### src/sv/pfa_pkg.sv
// ----------------------------------------------------------------------------
// pfa_pkg
// shared constants, codes and controller/datapath interface types for the
// page frame allocator
// ----------------------------------------------------------------------------
package pfa_pkg;

    // built frame count default and frame size
    localparam int NUM_FRAMES_DEF = 64;
    localparam int FRAME_BYTES    = 256;
    localparam int FB_SHIFT       = $clog2(FRAME_BYTES);

    // field widths
    localparam int REQ_W    = 16;
    localparam int CFG_W    = 7;
    localparam int COUNT_W  = 7;
    localparam int MAP_W    = 64;
    localparam int FRAG_W   = 8;
    localparam int STATUS_W = 2;
    localparam int MEM_W    = 17;

    // stream word widths
    localparam int S_TDATA_W = 16;
    localparam int M_TDATA_W = 80;

    localparam logic [CFG_W-1:0] TOTAL_FRAMES_RESET = 7'd64;

    typedef enum logic [STATUS_W-1:0] {
        STATUS_OK       = 2'd0,
        STATUS_NO_FRAME = 2'd1,
        STATUS_BAD_REQ  = 2'd2
    } status_t;

    typedef enum logic [1:0] {
        ST_IDLE,
        ST_CHECK,
        ST_SCAN,
        ST_FINISH
    } state_t;

    // controller to datapath
    typedef struct packed {
        logic load_req;
        logic check;
        logic scan_step;
        logic commit;
        logic load_out;
    } pfa_cmd_t;

    // datapath to controller
    typedef struct packed {
        logic req_ok;
        logic scan_done;
    } pfa_sts_t;

endpackage

### src/sv/pfa_ctrl.sv
// ----------------------------------------------------------------------------
// pfa_ctrl
// sequencer for one request: accept, check, frame scan, result hand-off
// ----------------------------------------------------------------------------
module pfa_ctrl (
    input  logic              aclk,
    input  logic              aresetn,
    input  logic              s_tvalid,
    output logic              s_tready,
    output logic              m_tvalid,
    input  logic              m_tready,
    input  pfa_pkg::pfa_sts_t sts,
    output pfa_pkg::pfa_cmd_t cmd
);

    pfa_pkg::state_t state_reg, state_next;
    logic            out_valid_reg, out_valid_next;

    always_ff @(posedge aclk) begin
        if (!aresetn) begin
            state_reg     <= pfa_pkg::ST_IDLE;
            out_valid_reg <= 1'b0;
        end else begin
            state_reg     <= state_next;
            out_valid_reg <= out_valid_next;
        end
    end

    always_comb begin
        state_next     = state_reg;
        cmd            = '0;
        s_tready       = 1'b0;
        out_valid_next = out_valid_reg;
        if (out_valid_reg && m_tready) begin
            out_valid_next = 1'b0;
        end
        unique case (state_reg)
            pfa_pkg::ST_IDLE: begin
                s_tready = 1'b1;
                if (s_tvalid) begin
                    cmd.load_req = 1'b1;
                    state_next   = pfa_pkg::ST_CHECK;
                end
            end
            pfa_pkg::ST_CHECK: begin
                cmd.check  = 1'b1;
                state_next = sts.req_ok ? pfa_pkg::ST_SCAN : pfa_pkg::ST_FINISH;
            end
            pfa_pkg::ST_SCAN: begin
                if (sts.scan_done) begin
                    cmd.commit = 1'b1;
                    state_next = pfa_pkg::ST_FINISH;
                end else begin
                    cmd.scan_step = 1'b1;
                end
            end
            pfa_pkg::ST_FINISH: begin
                if (!out_valid_reg || m_tready) begin
                    cmd.load_out   = 1'b1;
                    out_valid_next = 1'b1;
                    state_next     = pfa_pkg::ST_IDLE;
                end
            end
            default: begin
                state_next = pfa_pkg::ST_IDLE;
            end
        endcase
    end

    assign m_tvalid = out_valid_reg;

`ifndef SYNTHESIS
    // a result is never loaded over one that is still waiting
    assert property (@(posedge aclk) disable iff (!aresetn)
        cmd.load_out |-> (!out_valid_reg || m_tready))
        else $error("pfa_ctrl: result overwritten before it was taken");

    // an accepted word always goes to the check step next
    assert property (@(posedge aclk) disable iff (!aresetn)
        (s_tvalid && s_tready) |=> (state_reg == pfa_pkg::ST_CHECK))
        else $error("pfa_ctrl: accepted word not checked");

    // the scan never steps once it has finished
    assert property (@(posedge aclk) disable iff (!aresetn)
        cmd.scan_step |-> !sts.scan_done)
        else $error("pfa_ctrl: scan stepped past its end");
`endif

endmodule

### src/sv/pfa_datapath.sv
// ----------------------------------------------------------------------------
// pfa_datapath
// busy bitmap, frame count registers, request check, frame scan and the
// result register
// ----------------------------------------------------------------------------
module pfa_datapath #(
    parameter int NUM_FRAMES = pfa_pkg::NUM_FRAMES_DEF
) (
    input  logic                            aclk,
    input  logic                            aresetn,
    input  logic [pfa_pkg::REQ_W-1:0]       req_in,
    input  logic                            cfg_we,
    input  logic [pfa_pkg::CFG_W-1:0]       cfg_data,
    input  pfa_pkg::pfa_cmd_t               cmd,
    output pfa_pkg::pfa_sts_t               sts,
    output logic [pfa_pkg::STATUS_W-1:0]    out_status,
    output logic [pfa_pkg::MAP_W-1:0]       out_map,
    output logic [pfa_pkg::COUNT_W-1:0]     out_count,
    output logic [pfa_pkg::FRAG_W-1:0]      out_frag
);

    localparam int CNT_W = $clog2(NUM_FRAMES + 1);
    localparam int IDX_W = (NUM_FRAMES > 1) ? $clog2(NUM_FRAMES) : 1;
    localparam int FR_W  = pfa_pkg::FB_SHIFT + 1;
    localparam logic [pfa_pkg::CFG_W-1:0] NF_MAX = pfa_pkg::CFG_W'(NUM_FRAMES);
    localparam logic [pfa_pkg::MEM_W-1:0] FB_M   = pfa_pkg::MEM_W'(pfa_pkg::FRAME_BYTES);
    localparam logic [pfa_pkg::MEM_W-1:0] FB_M1  = pfa_pkg::MEM_W'(pfa_pkg::FRAME_BYTES - 1);
    localparam logic [FR_W-1:0]           FB_F   = FR_W'(pfa_pkg::FRAME_BYTES);

    // state
    logic [pfa_pkg::CFG_W-1:0]   total_frames_reg, total_frames_next;
    logic [NUM_FRAMES-1:0]       busy_reg, busy_next;
    logic [pfa_pkg::COUNT_W-1:0] frames_used_reg, frames_used_next;

    // per request
    logic [pfa_pkg::REQ_W-1:0]   req_reg, req_next;
    pfa_pkg::status_t            status_reg, status_next;
    logic [pfa_pkg::COUNT_W-1:0] need_reg, need_next;
    logic [CNT_W-1:0]            scan_idx_reg, scan_idx_next;
    logic [pfa_pkg::COUNT_W-1:0] got_reg, got_next;
    logic [NUM_FRAMES-1:0]       map_reg, map_next;

    // result
    pfa_pkg::status_t            out_status_reg, out_status_next;
    logic [pfa_pkg::MAP_W-1:0]   out_map_reg, out_map_next;
    logic [pfa_pkg::COUNT_W-1:0] out_count_reg, out_count_next;
    logic [pfa_pkg::FRAG_W-1:0]  out_frag_reg, out_frag_next;

    logic [pfa_pkg::CFG_W-1:0]   nf;
    logic [pfa_pkg::COUNT_W-1:0] left;
    logic [pfa_pkg::MEM_W-1:0]   mem_left, req_m, need_sum;
    logic                        big_req, small_req;
    pfa_pkg::status_t            status_calc;
    logic [pfa_pkg::COUNT_W-1:0] need_calc;
    logic                        in_range, cur_busy, scan_done;
    logic [IDX_W-1:0]            idx;
    logic [pfa_pkg::COUNT_W:0]   used_sum;
    logic [pfa_pkg::FB_SHIFT-1:0] rem;
    logic [FR_W-1:0]             frag_full;
    logic [pfa_pkg::FRAG_W-1:0]  frag_sat;

    // request check
    always_comb begin
        nf       = (total_frames_reg > NF_MAX) ? NF_MAX : total_frames_reg;
        left     = (frames_used_reg < nf) ? (nf - frames_used_reg) : '0;
        mem_left = pfa_pkg::MEM_W'(left) << pfa_pkg::FB_SHIFT;
        req_m    = pfa_pkg::MEM_W'(req_reg);
        need_sum = (req_m + FB_M1) >> pfa_pkg::FB_SHIFT;
        big_req   = (req_m >= FB_M) && (req_m <= mem_left);
        small_req = (req_reg != '0) && (req_m < FB_M);
        if (big_req) begin
            status_calc = pfa_pkg::STATUS_OK;
            need_calc   = need_sum[pfa_pkg::COUNT_W-1:0];
        end else if (small_req && (left != '0)) begin
            status_calc = pfa_pkg::STATUS_OK;
            need_calc   = pfa_pkg::COUNT_W'(1);
        end else if (small_req) begin
            status_calc = pfa_pkg::STATUS_NO_FRAME;
            need_calc   = '0;
        end else begin
            status_calc = pfa_pkg::STATUS_BAD_REQ;
            need_calc   = '0;
        end
    end

    // scan of one frame per cycle
    always_comb begin
        idx       = scan_idx_reg[IDX_W-1:0];
        in_range  = pfa_pkg::CFG_W'(scan_idx_reg) < nf;
        cur_busy  = busy_reg[idx];
        scan_done = !(in_range && (got_reg < need_reg));
        used_sum  = {1'b0, frames_used_reg} + {1'b0, got_reg};
        rem       = req_reg[pfa_pkg::FB_SHIFT-1:0];
        frag_full = (rem != '0) ? (FB_F - FR_W'(rem)) : '0;
        frag_sat  = (frag_full > FR_W'(255)) ? 8'hFF : pfa_pkg::FRAG_W'(frag_full);
    end

    assign sts.req_ok    = (status_calc == pfa_pkg::STATUS_OK);
    assign sts.scan_done = scan_done;

    always_comb begin
        total_frames_next = cfg_we ? cfg_data : total_frames_reg;
        busy_next         = busy_reg;
        frames_used_next  = frames_used_reg;
        req_next          = cmd.load_req ? req_in : req_reg;
        status_next       = status_reg;
        need_next         = need_reg;
        scan_idx_next     = scan_idx_reg;
        got_next          = got_reg;
        map_next          = map_reg;
        out_status_next   = out_status_reg;
        out_map_next      = out_map_reg;
        out_count_next    = out_count_reg;
        out_frag_next     = out_frag_reg;

        if (cmd.check) begin
            status_next   = status_calc;
            need_next     = need_calc;
            scan_idx_next = '0;
            got_next      = '0;
            map_next      = '0;
        end
        if (cmd.scan_step) begin
            if (!cur_busy) begin
                busy_next[idx] = 1'b1;
                map_next[idx]  = 1'b1;
                got_next       = got_reg + 1'b1;
            end
            scan_idx_next = scan_idx_reg + 1'b1;
        end
        if (cmd.commit) begin
            // saturate at the counter's full scale
            frames_used_next = used_sum[pfa_pkg::COUNT_W] ? '1
                             : used_sum[pfa_pkg::COUNT_W-1:0];
        end
        if (cmd.load_out) begin
            out_status_next = status_reg;
            if (status_reg == pfa_pkg::STATUS_OK) begin
                out_map_next   = pfa_pkg::MAP_W'(map_reg);
                out_count_next = got_reg;
                out_frag_next  = frag_sat;
            end else begin
                out_map_next   = '0;
                out_count_next = '0;
                out_frag_next  = '0;
            end
        end
    end

    always_ff @(posedge aclk) begin
        if (!aresetn) begin
            total_frames_reg <= pfa_pkg::TOTAL_FRAMES_RESET;
            busy_reg         <= '0;
            frames_used_reg  <= '0;
        end else begin
            total_frames_reg <= total_frames_next;
            busy_reg         <= busy_next;
            frames_used_reg  <= frames_used_next;
        end
    end

    always_ff @(posedge aclk) begin
        req_reg        <= req_next;
        status_reg     <= status_next;
        need_reg       <= need_next;
        scan_idx_reg   <= scan_idx_next;
        got_reg        <= got_next;
        map_reg        <= map_next;
        out_status_reg <= out_status_next;
        out_map_reg    <= out_map_next;
        out_count_reg  <= out_count_next;
        out_frag_reg   <= out_frag_next;
    end

    assign out_status = out_status_reg;
    assign out_map    = out_map_reg;
    assign out_count  = out_count_reg;
    assign out_frag   = out_frag_reg;

`ifndef SYNTHESIS
    // a scan step only ever takes a frame that was free
    assert property (@(posedge aclk) disable iff (!aresetn)
        (cmd.scan_step && !cur_busy) |=> (busy_reg[$past(idx)] && map_reg[$past(idx)]))
        else $error("pfa_datapath: scanned frame not marked busy");

    // a check starts the grant from nothing
    assert property (@(posedge aclk) disable iff (!aresetn)
        cmd.check |=> ((got_reg == '0) && (map_reg == '0)))
        else $error("pfa_datapath: grant not cleared by check");

    // a scan step stays below the active frame count
    assert property (@(posedge aclk) disable iff (!aresetn)
        cmd.scan_step |-> in_range)
        else $error("pfa_datapath: scan stepped past the frame count");
`endif

endmodule

### src/sv/page_frame_allocator_top.sv
// ----------------------------------------------------------------------------
// page_frame_allocator_top
// first-fit page frame allocator: one request word in, one grant word out
// ----------------------------------------------------------------------------
// order: accept, check, then the scan for a grant or straight to the result for a
// refused request; the scan walks the busy bitmap one frame per cycle from frame 0
// and stops at the active frame count or once enough are granted
// throughput: one request at a time; the next is accepted only once the last result
// is loaded, which waits while an earlier result still holds the output register
// reset: synchronous, active low; all frames free, none in use, total_frames 64
// ----------------------------------------------------------------------------
module page_frame_allocator_top #(
    parameter int NUM_FRAMES = pfa_pkg::NUM_FRAMES_DEF   // built frame count, 1..64
) (
    input  logic                            aclk,
    input  logic                            aresetn,

    // request stream
    input  logic                            s_tvalid,
    output logic                            s_tready,
    input  logic [pfa_pkg::S_TDATA_W-1:0]   s_tdata,    // [15:0] request_bytes

    // grant stream
    output logic                            m_tvalid,
    input  logic                            m_tready,
    output logic [pfa_pkg::M_TDATA_W-1:0]   m_tdata,    // [63:0] granted_map,
                                                        // [70:64] granted_count,
                                                        // [78:71] fragmentation,
                                                        // [79] zero
    output logic [pfa_pkg::STATUS_W-1:0]    m_tuser,    // [1:0] status

    // total_frames register write
    input  logic                            cfg_valid,
    output logic                            cfg_ready,
    input  logic [pfa_pkg::CFG_W-1:0]       cfg_data
);

    pfa_pkg::pfa_cmd_t              cmd;
    pfa_pkg::pfa_sts_t              sts;
    logic [pfa_pkg::STATUS_W-1:0]   out_status;
    logic [pfa_pkg::MAP_W-1:0]      out_map;
    logic [pfa_pkg::COUNT_W-1:0]    out_count;
    logic [pfa_pkg::FRAG_W-1:0]     out_frag;

    // register writes are always taken; the user must send them only while the block is idle, unenforced
    assign cfg_ready = 1'b1;

    // sequencer: accept, check, scan, hand the result to the output register
    pfa_ctrl u_ctrl (
        .aclk     (aclk),
        .aresetn  (aresetn),
        .s_tvalid (s_tvalid),
        .s_tready (s_tready),
        .m_tvalid (m_tvalid),
        .m_tready (m_tready),
        .sts      (sts),
        .cmd      (cmd)
    );

    // bitmap, counters, request check and result register
    pfa_datapath #(
        .NUM_FRAMES (NUM_FRAMES)
    ) u_datapath (
        .aclk       (aclk),
        .aresetn    (aresetn),
        .req_in     (s_tdata[pfa_pkg::REQ_W-1:0]),
        .cfg_we     (cfg_valid && cfg_ready),
        .cfg_data   (cfg_data),
        .cmd        (cmd),
        .sts        (sts),
        .out_status (out_status),
        .out_map    (out_map),
        .out_count  (out_count),
        .out_frag   (out_frag)
    );

    // pack the grant word, first field in the lowest bits
    assign m_tdata = {1'b0, out_frag, out_count, out_map};
    assign m_tuser = out_status;

endmodule
### config.mk
export PLATFORM = sky130hd
export DESIGN_NAME = page_frame_allocator_top
export DESIGN_NICKNAME = d
export VERILOG_FILES = /design/src/sv/pfa_pkg.sv /design/src/sv/pfa_ctrl.sv /design/src/sv/pfa_datapath.sv /design/src/sv/page_frame_allocator_top.sv
export SDC_FILE = /design/constraint.sdc
export NUM_CORES = 1
export LEC_CHECK = 0
export ABC_CLOCK_PERIOD_IN_PS = 4800
export BUFFER_PORTS_ARGS = -buffer_cell sky130_fd_sc_hd__buf_2
export CORE_ASPECT_RATIO = 1.2
export CORE_MARGIN = 1
export CORE_UTILIZATION = 53
export DETAILED_ROUTE_END_ITERATION = 6
export GPL_TIMING_DRIVEN = 0
export PLACE_DENSITY = 0.75
export REMOVE_ABC_BUFFERS = 1
export SETUP_SLACK_MARGIN = 0.05
export SLEW_MARGIN = 20
export SYNTH_ARGS = -nofsm -noshare
export SYNTH_HDL_FRONTEND = slang
export SYNTH_SLANG_ARGS = --single-unit
### constraint.sdc
create_clock -name aclk -period 4.8 [get_ports aclk]
set_input_delay 0 -clock aclk [delete_from_list [all_inputs] [get_ports aclk]]
set_output_delay 0 -clock aclk [all_outputs]
set_load 0.01 [all_outputs]
After elaboration in Yosys (flattened, before gate mapping)

Cells that the tools add are included.

Input port bits: 28
Bits in registers: 265
Output and inout port bits: 85
Word-level logic and storage cells: 96

Magnitude comparators: 10
Add/sub/neg operators: 6
Equal/unequal tests: 6
Reduce and logical (&&, ||, !) cells: 17
Bitwise gates (word level): 3
Mux-type cells: 39

Operators by type and width:

| kind                                                                                  | count |
|---|---|
| 64-bit two-way mux                                                                    | 3 |
| 64-bit OR                                                                             | 2 |
| 7-bit two-way mux                                                                     | 9 |
| 7-bit < comparator                                                                    | 3 |
| 16-bit by 9-bit greater-or-equal comparator with 1-bit output (second input constant) | 1 |
| 16-bit by 15-bit <= comparator with 1-bit output                                      | 1 |
| 16-bit by 9-bit < comparator with 1-bit output (second input constant)                | 1 |
| 16-bit nonzero test                                                                   | 1 |
| 15-bit by 8-bit adder with 15-bit output (second input constant)                      | 1 |
| 1-bit two-way mux                                                                     | 15 |
| 7-bit by 1-bit adder with 7-bit output (second input constant)                        | 2 |
| 2-bit two-way mux                                                                     | 7 |
| 9-bit by 8-bit greater-than comparator with 1-bit output (second input constant)      | 1 |
| 9-bit two-way mux                                                                     | 1 |
| 9-bit by 8-bit subtractor with 9-bit output (first input constant)                    | 1 |
| 7-bit by 7-bit adder with 8-bit output                                                | 1 |
| 8-bit two-way mux                                                                     | 1 |
| 2-bit one-hot mux with 4 select lines                                                 | 1 |
| 8-bit nonzero test                                                                    | 1 |
| 7-bit greater-than comparator (second input constant)                                 | 1 |
| 6-bit by 7-bit < comparator with 1-bit output (second input constant)                 | 1 |
| 7-bit nonzero test                                                                    | 1 |
| 7-bit subtractor                                                                      | 1 |
| 1-bit binary-select mux with 6-bit select                                             | 1 |
| other kinds (14)                                                                      | 23 |

Depth between registers and ports, before layout

Depth in word-level cells: 11
Depth in mapped cells: 17
Depth with buffers taken out: 17

By module

From an unflattened synthesis, not the netlist that was laid out.

Cells, all modules: 1015
Area, all modules: 11095.6 µm²

By module, submodules not included:

| module                   | instances | cells an instance | sequential area each (µm²) | area each (µm²) |
|---|---|---|---|---|
| pfa_datapath             | 1         | 983               | 6376.1                     | 10804.1 |
| pfa_ctrl                 | 1         | 28                | 60.1                       | 269.0 |
| page_frame_allocator_top | 1         | 4                 | 0.0                        | 22.5 |

Worst setup path before layout

Ideal clock, no wire load.

Kind: register to register
From: register u_ctrl.state_reg[0]
To: register u_datapath.out_count_reg (netlist bit u_datapath.out_count[0]), enable pin
Setup slack: 0.103 ns
Required time: 4.269 ns
Buffers on the path: 0
Arrival time: 4.167 ns
Cell stages (with the launch flop): 3
Clock period less this slack: 4.697 ns
Setup time: 0.531 ns
Cell sequence: dfxtp_1 -> ha_1 -> nor2b_1

RTL lines:

| item                   | line                | RTL |
|---|---|---|
| from (decl)            | pfa_ctrl.sv:16      | `pfa_pkg::state_t state_reg, state_next;` |
| from (signal assigned) | pfa_ctrl.sv:21      | `state_reg <= pfa_pkg::ST_IDLE;` |
| from (signal assigned) | pfa_ctrl.sv:24      | `state_reg <= state_next;` |
| to (signal assigned)   | pfa_datapath.sv:171 | `out_count_reg <= out_count_next;` |
| to (decl)              | pfa_datapath.sv:46  | `logic [pfa_pkg::COUNT_W-1:0] out_count_reg, out_count_next;` |

Worst setup path after layout

From: register u_datapath.scan_idx_reg[2]
To: register u_datapath.map_reg[37]

Cells in the longest elaborated chain, start to end: 7
Elaborated cells between the ends (all ways): 14
Classes of those cells: order compare (3); mux (8); bitwise (1); reduce/logical (2)

RTL lines:

| item                                                                                                                                                       | line                | RTL |
|---|---|---|
| from (decl)                                                                                                                                                | pfa_datapath.sv:39  | `logic [CNT_W-1:0] scan_idx_reg, scan_idx_next;` |
| from (signal assigned)                                                                                                                                     | pfa_datapath.sv:166 | `scan_idx_reg <= scan_idx_next;` |
| 6-bit by 7-bit < comparator with 1-bit output (not written as such) / 6-bit by 1-bit greater-or-equal comparator with 1-bit output (equally long branches) | pfa_datapath.sv:126 | `map_next[idx] = 1'b1;` |
| 1-bit logical AND (not written as such)                                                                                                                    | pfa_datapath.sv:126 |  |
| 1-bit two-way mux (not written as such)                                                                                                                    | pfa_datapath.sv:126 |  |
| 1-bit demux with 6-bit select                                                                                                                              | -                   |  |
| 64-bit OR (no source line)                                                                                                                                 | -                   |  |
| 64-bit two-way mux                                                                                                                                         | pfa_datapath.sv:124 | `if (!cur_busy) begin` |
| 64-bit two-way mux (*)                                                                                                                                     | pfa_datapath.sv:123 | `if (cmd.scan_step) begin` |
| via u_datapath.map_next[37]                                                                                                                                | pfa_datapath.sv:41  | `logic [NUM_FRAMES-1:0] map_reg, map_next;` |
| to (signal assigned)                                                                                                                                       | pfa_datapath.sv:168 | `map_reg <= map_next;` |
| to (decl)                                                                                                                                                  | pfa_datapath.sv:41  |  |

Mark *: on every way through the listed nets, which the timed path passes. The rest lies on a longest branch. The select of a mux whose other input is x is not followed.
A chain may end at the register's enable or synchronous reset.

==> results.tsv <==
stage	metric	value	unit
status	status	finished clean	
floorplanning	Starting Density	0.541	
sta	crit path time final	4.27	ns
power_and_ir_drop	combinational share of power	0.306	
synthesis	Post-Syn Area	11700	sq um
global_routing	initial antenna violation count	0	
clock_network	clk slew on worst S/H paths	0.07	ns
synthesis	Main synth FF type	dfxtp_1	
critical_path	Most Frequent Cell on Critical Path	buf_16	
cells_and_area	Ant. Diodes	0	
critical_path	Slowest-stage cell, CP	or2_4	
detailed_routing	antenna-violating nets left	0	
clock_network	clk buf depth	3	
clock_network	CTS root buffer	clkbuf_16	
global_routing	first-pass GRT wire length	40.9	mm
synthesis	Seq/Total Area, Yosys	0.548	
detailed_routing	total number of vias	8677	
cells_and_area	Fill cells	1671	
critical_path	Worst EP arrival	4.68	ns
sta	Final setup violation count	0	
global_routing	grt total ovfl	0	
synthesis	flops & latches, synth	265	
power_and_ir_drop	clock network power share	0.285	
synthesis	Netlist cell types	65	
critical_path	Critical Path Max Stage Delay	0.71	ns
cells_and_area	Nets	1285	
power_and_ir_drop	P_int	4.57	mW
synthesis	Synth Instances	1108	
floorplanning	I/O pin total	113	
detailed_routing	drt first pass iters	5	
floorplanning	Core Box Area	21700	sq um
synthesis	asr flop ratio synth	0	
synthesis	Post-synth EDFFs	113	
placed_design	pre-CTS WS	0.0890	ns
clock_network	TritonCTS Buffers	25	
sta	setup repair after global routing missed its margin	no	
clock_network	CTS tree	yes	
clock_network	CTS Sinks	265	
sta	Least-Margin Pin Slew	0.767	ns
hold_path	HP Class	primary input to register	
sta	Slew Limit Fails	0	
critical_path	crit start category	register	
power_and_ir_drop	Worst VDD drop	0.385	mV
run	maxcap violations	0	
placed_design	RD Place Congestion	0.850	
critical_path	kind of critical path	register to register	
cells_and_area	fraction of final layout cells with drive strength greater than 1	0.169	
sta	crit path setup slack, layout	0.531	ns
detailed_routing	Iter 0 DRT Violations	599	
clock_network	H-tree lvl count	1	
global_routing	GRT Total Usage	0.226	
critical_path	Critical Path Start	u_datapath.scan_idx_reg[2]$_SDFFCE_PN0P_	
critical_path	Data required, critical path	5.21	ns
synthesis	warning count from the yosys run	0	
power_and_ir_drop	Static Leakage	5.00	nW
global_routing	vias in the first global route	8170	
power_and_ir_drop	Sw Pwr	2.50	mW
power_and_ir_drop	sequential share of power	0.409	
sta	Hold Fails Final Rpt	0	
sta	Post-Route Skew	0.0166	ns
critical_path	CP Max Fanout	61	
synthesis	syn avg cell area	10.6	sq um
detailed_routing	Vias/cell	5.76	
placed_design	DP HPWL	16.6	mm
hold_path	hold path startpoint	s_tdata[6]	
floorplanning	Die Wd	138	um
clock_network	Clk Latency, worst-skew pair	0.53	ns
power_and_ir_drop	Power Dens Cells	512	nW/um^2
placed_design	number of I/O port buffers	110	
floorplanning	DIE HEIGHT	165	um
cells_and_area	synth-to-layout area growth	17.5	%
sta	Max-slew headroom	0.487	
sta	fin crit share	0.889	
cells_and_area	most frequent cells in the layout	152 x dfxtp_1, 113 x edfxtp_1, 109 x buf_2, 107 x nand2_1, 101 x inv_1	
floorplanning	DIE AREA	22800	sq um
critical_path	FF-to-FF Start	u_datapath.scan_idx_reg[2]$_SDFFCE_PN0P_	
floorplanning	row cnt	59	
sta	Sum Neg Setup Slack	0	ns
critical_path	CP cell instances	buf_6 > buf_16 > mux4_2 > a22o_1 > a211oi_2 > nand4_1 > or2_4 > buf_16 > o32ai_1	
cells_and_area	most common cell after layout, fill and taps aside	dfxtp_1	
power_and_ir_drop	Switching Fraction	0.354	
detailed_routing	Routed WL per cell	17.2	um
detailed_routing	Total Wirelength	25.9	mm
detailed_routing	DR DRC count	0	
critical_path	CP Capture Type	register	
sta	FMAX	234	MHz
global_routing	largest net degree at the start of global routing	62	
critical path, delay by kind of cell, from the launching register on:
| kind | cells | cell delay (ns) |
|---|---|---|
| AO/OA/AOI/OAI | 3 | 0.97 |
| buffers and inverters | 3 | 0.69 |
| AND/OR/NAND/NOR | 2 | 1.28 |
| flip-flops | 1 | 0.65 |
| multiplexers | 1 | 0.50 |
final cells by class:
| class | instances | area (sq um) | area share |
|---|---|---|---|
| tap | 274 | 343 | 0.0248 |
| clock buffer | 33 | 686 | 0.0497 |
| multi-input combinational | 659 | 4570 | 0.331 |
| sequential | 265 | 6440 | 0.466 |
| clock inverter | 13 | 149 | 0.0108 |
| timing repair buffer | 161 | 1230 | 0.0893 |
| inverter | 102 | 383 | 0.0277 |
logic make-up after synthesis:
kind of cell | count (synthesis) | synth area share
AND/OR/NAND/NOR | 340 | 0.141
adder cells (fa/ha/maj) | 43 | 0.0471
XOR/XNOR | 26 | 0.0194
AO/OA/AOI/OAI | 223 | 0.147
flip-flops | 265 | 0.548
other | 2 | 0.000639
multiplexers | 24 | 0.0313
buffers and inverters | 185 | 0.0657
per-layer routing:
layer,wire length [um],vias up,part of all wire,GRT usage
met5,0,-,0,0
met4,553,0,0.021,0.0677
met3,1560,44,0.060,0.0379
met2,12900,303,0.50,0.390
met1,10900,4134,0.42,0.289
li1,-,4196,-,-
final timing paths:
kind,endpoint,slack (ns),depth (start not counted)
worst max-delay path,u_datapath.map_reg[37]$_DFF_P_,0.53,9
worst min-delay path,u_datapath.req_reg[6]$_DFFE_PP_,0.18,2
worst max register to register,u_datapath.map_reg[37]$_DFF_P_,0.53,9
worst min register to register,u_datapath.busy_reg[5]$_SDFFE_PN0P_,0.45,2
power by group through the flow:
stage | Combinational (mW) | Sequential (mW) | Clock, mW
2_1_floorplan | 1.17 | 3.02 | 0
3_3_place_gp | 1.66 | 3.14 | 0
6_report | 2.16 | 2.89 | 2.01
4_1_cts | 2.12 | 2.90 | 2.04
5_1_grt | 2.36 | 2.92 | 2.14
3_5_place_dp | 2.08 | 2.95 | 0
stage by stage:
step | cells | hold slack (ns) | utilization | cell area (sq um) | total power, mW
finish | 1507 | 0.180 | 0.636 | 13800 | 7.07
global route | 1507 | 0.164 | 0.636 | 13800 | 7.42
detailed placement | 1425 | 0.178 | 0.581 | 12600 | 5.04
global placement | 1409 | 0.177 | 0.564 | 12200 | 4.79
floorplan | 1025 | 0.0986 | - | 11400 | 4.19
CTS | 1505 | 0.154 | 0.635 | 13800 | 7.06
synth_stat cells, types with 27 or more instances:
| library cell | instances | area (sq um) |
|---|---|---|
| clkbuf_1 | 56 | 210 |
| o31ai_1 | 41 | 308 |
| o21ai_0 | 33 | 165 |
| o32ai_1 | 33 | 289 |
| nor3_1 | 92 | 460 |
| inv_1 | 101 | 379 |
| nand2_1 | 107 | 402 |
| ha_1 | 41 | 513 |
| nor2_1 | 38 | 143 |
| edfxtp_1 | 113 | 3390 |
| nand3_1 | 27 | 135 |
| dfxtp_1 | 152 | 3040 |
what timing repair did:
action,in CTS,in global routing
setup buffers,0,0
resized for setup,0,0
setup endpoints to repair,0,13
hold buffers,34,0
hold endpoints to repair,61,0
Note: power is estimated with default switching activity, not from simulation.
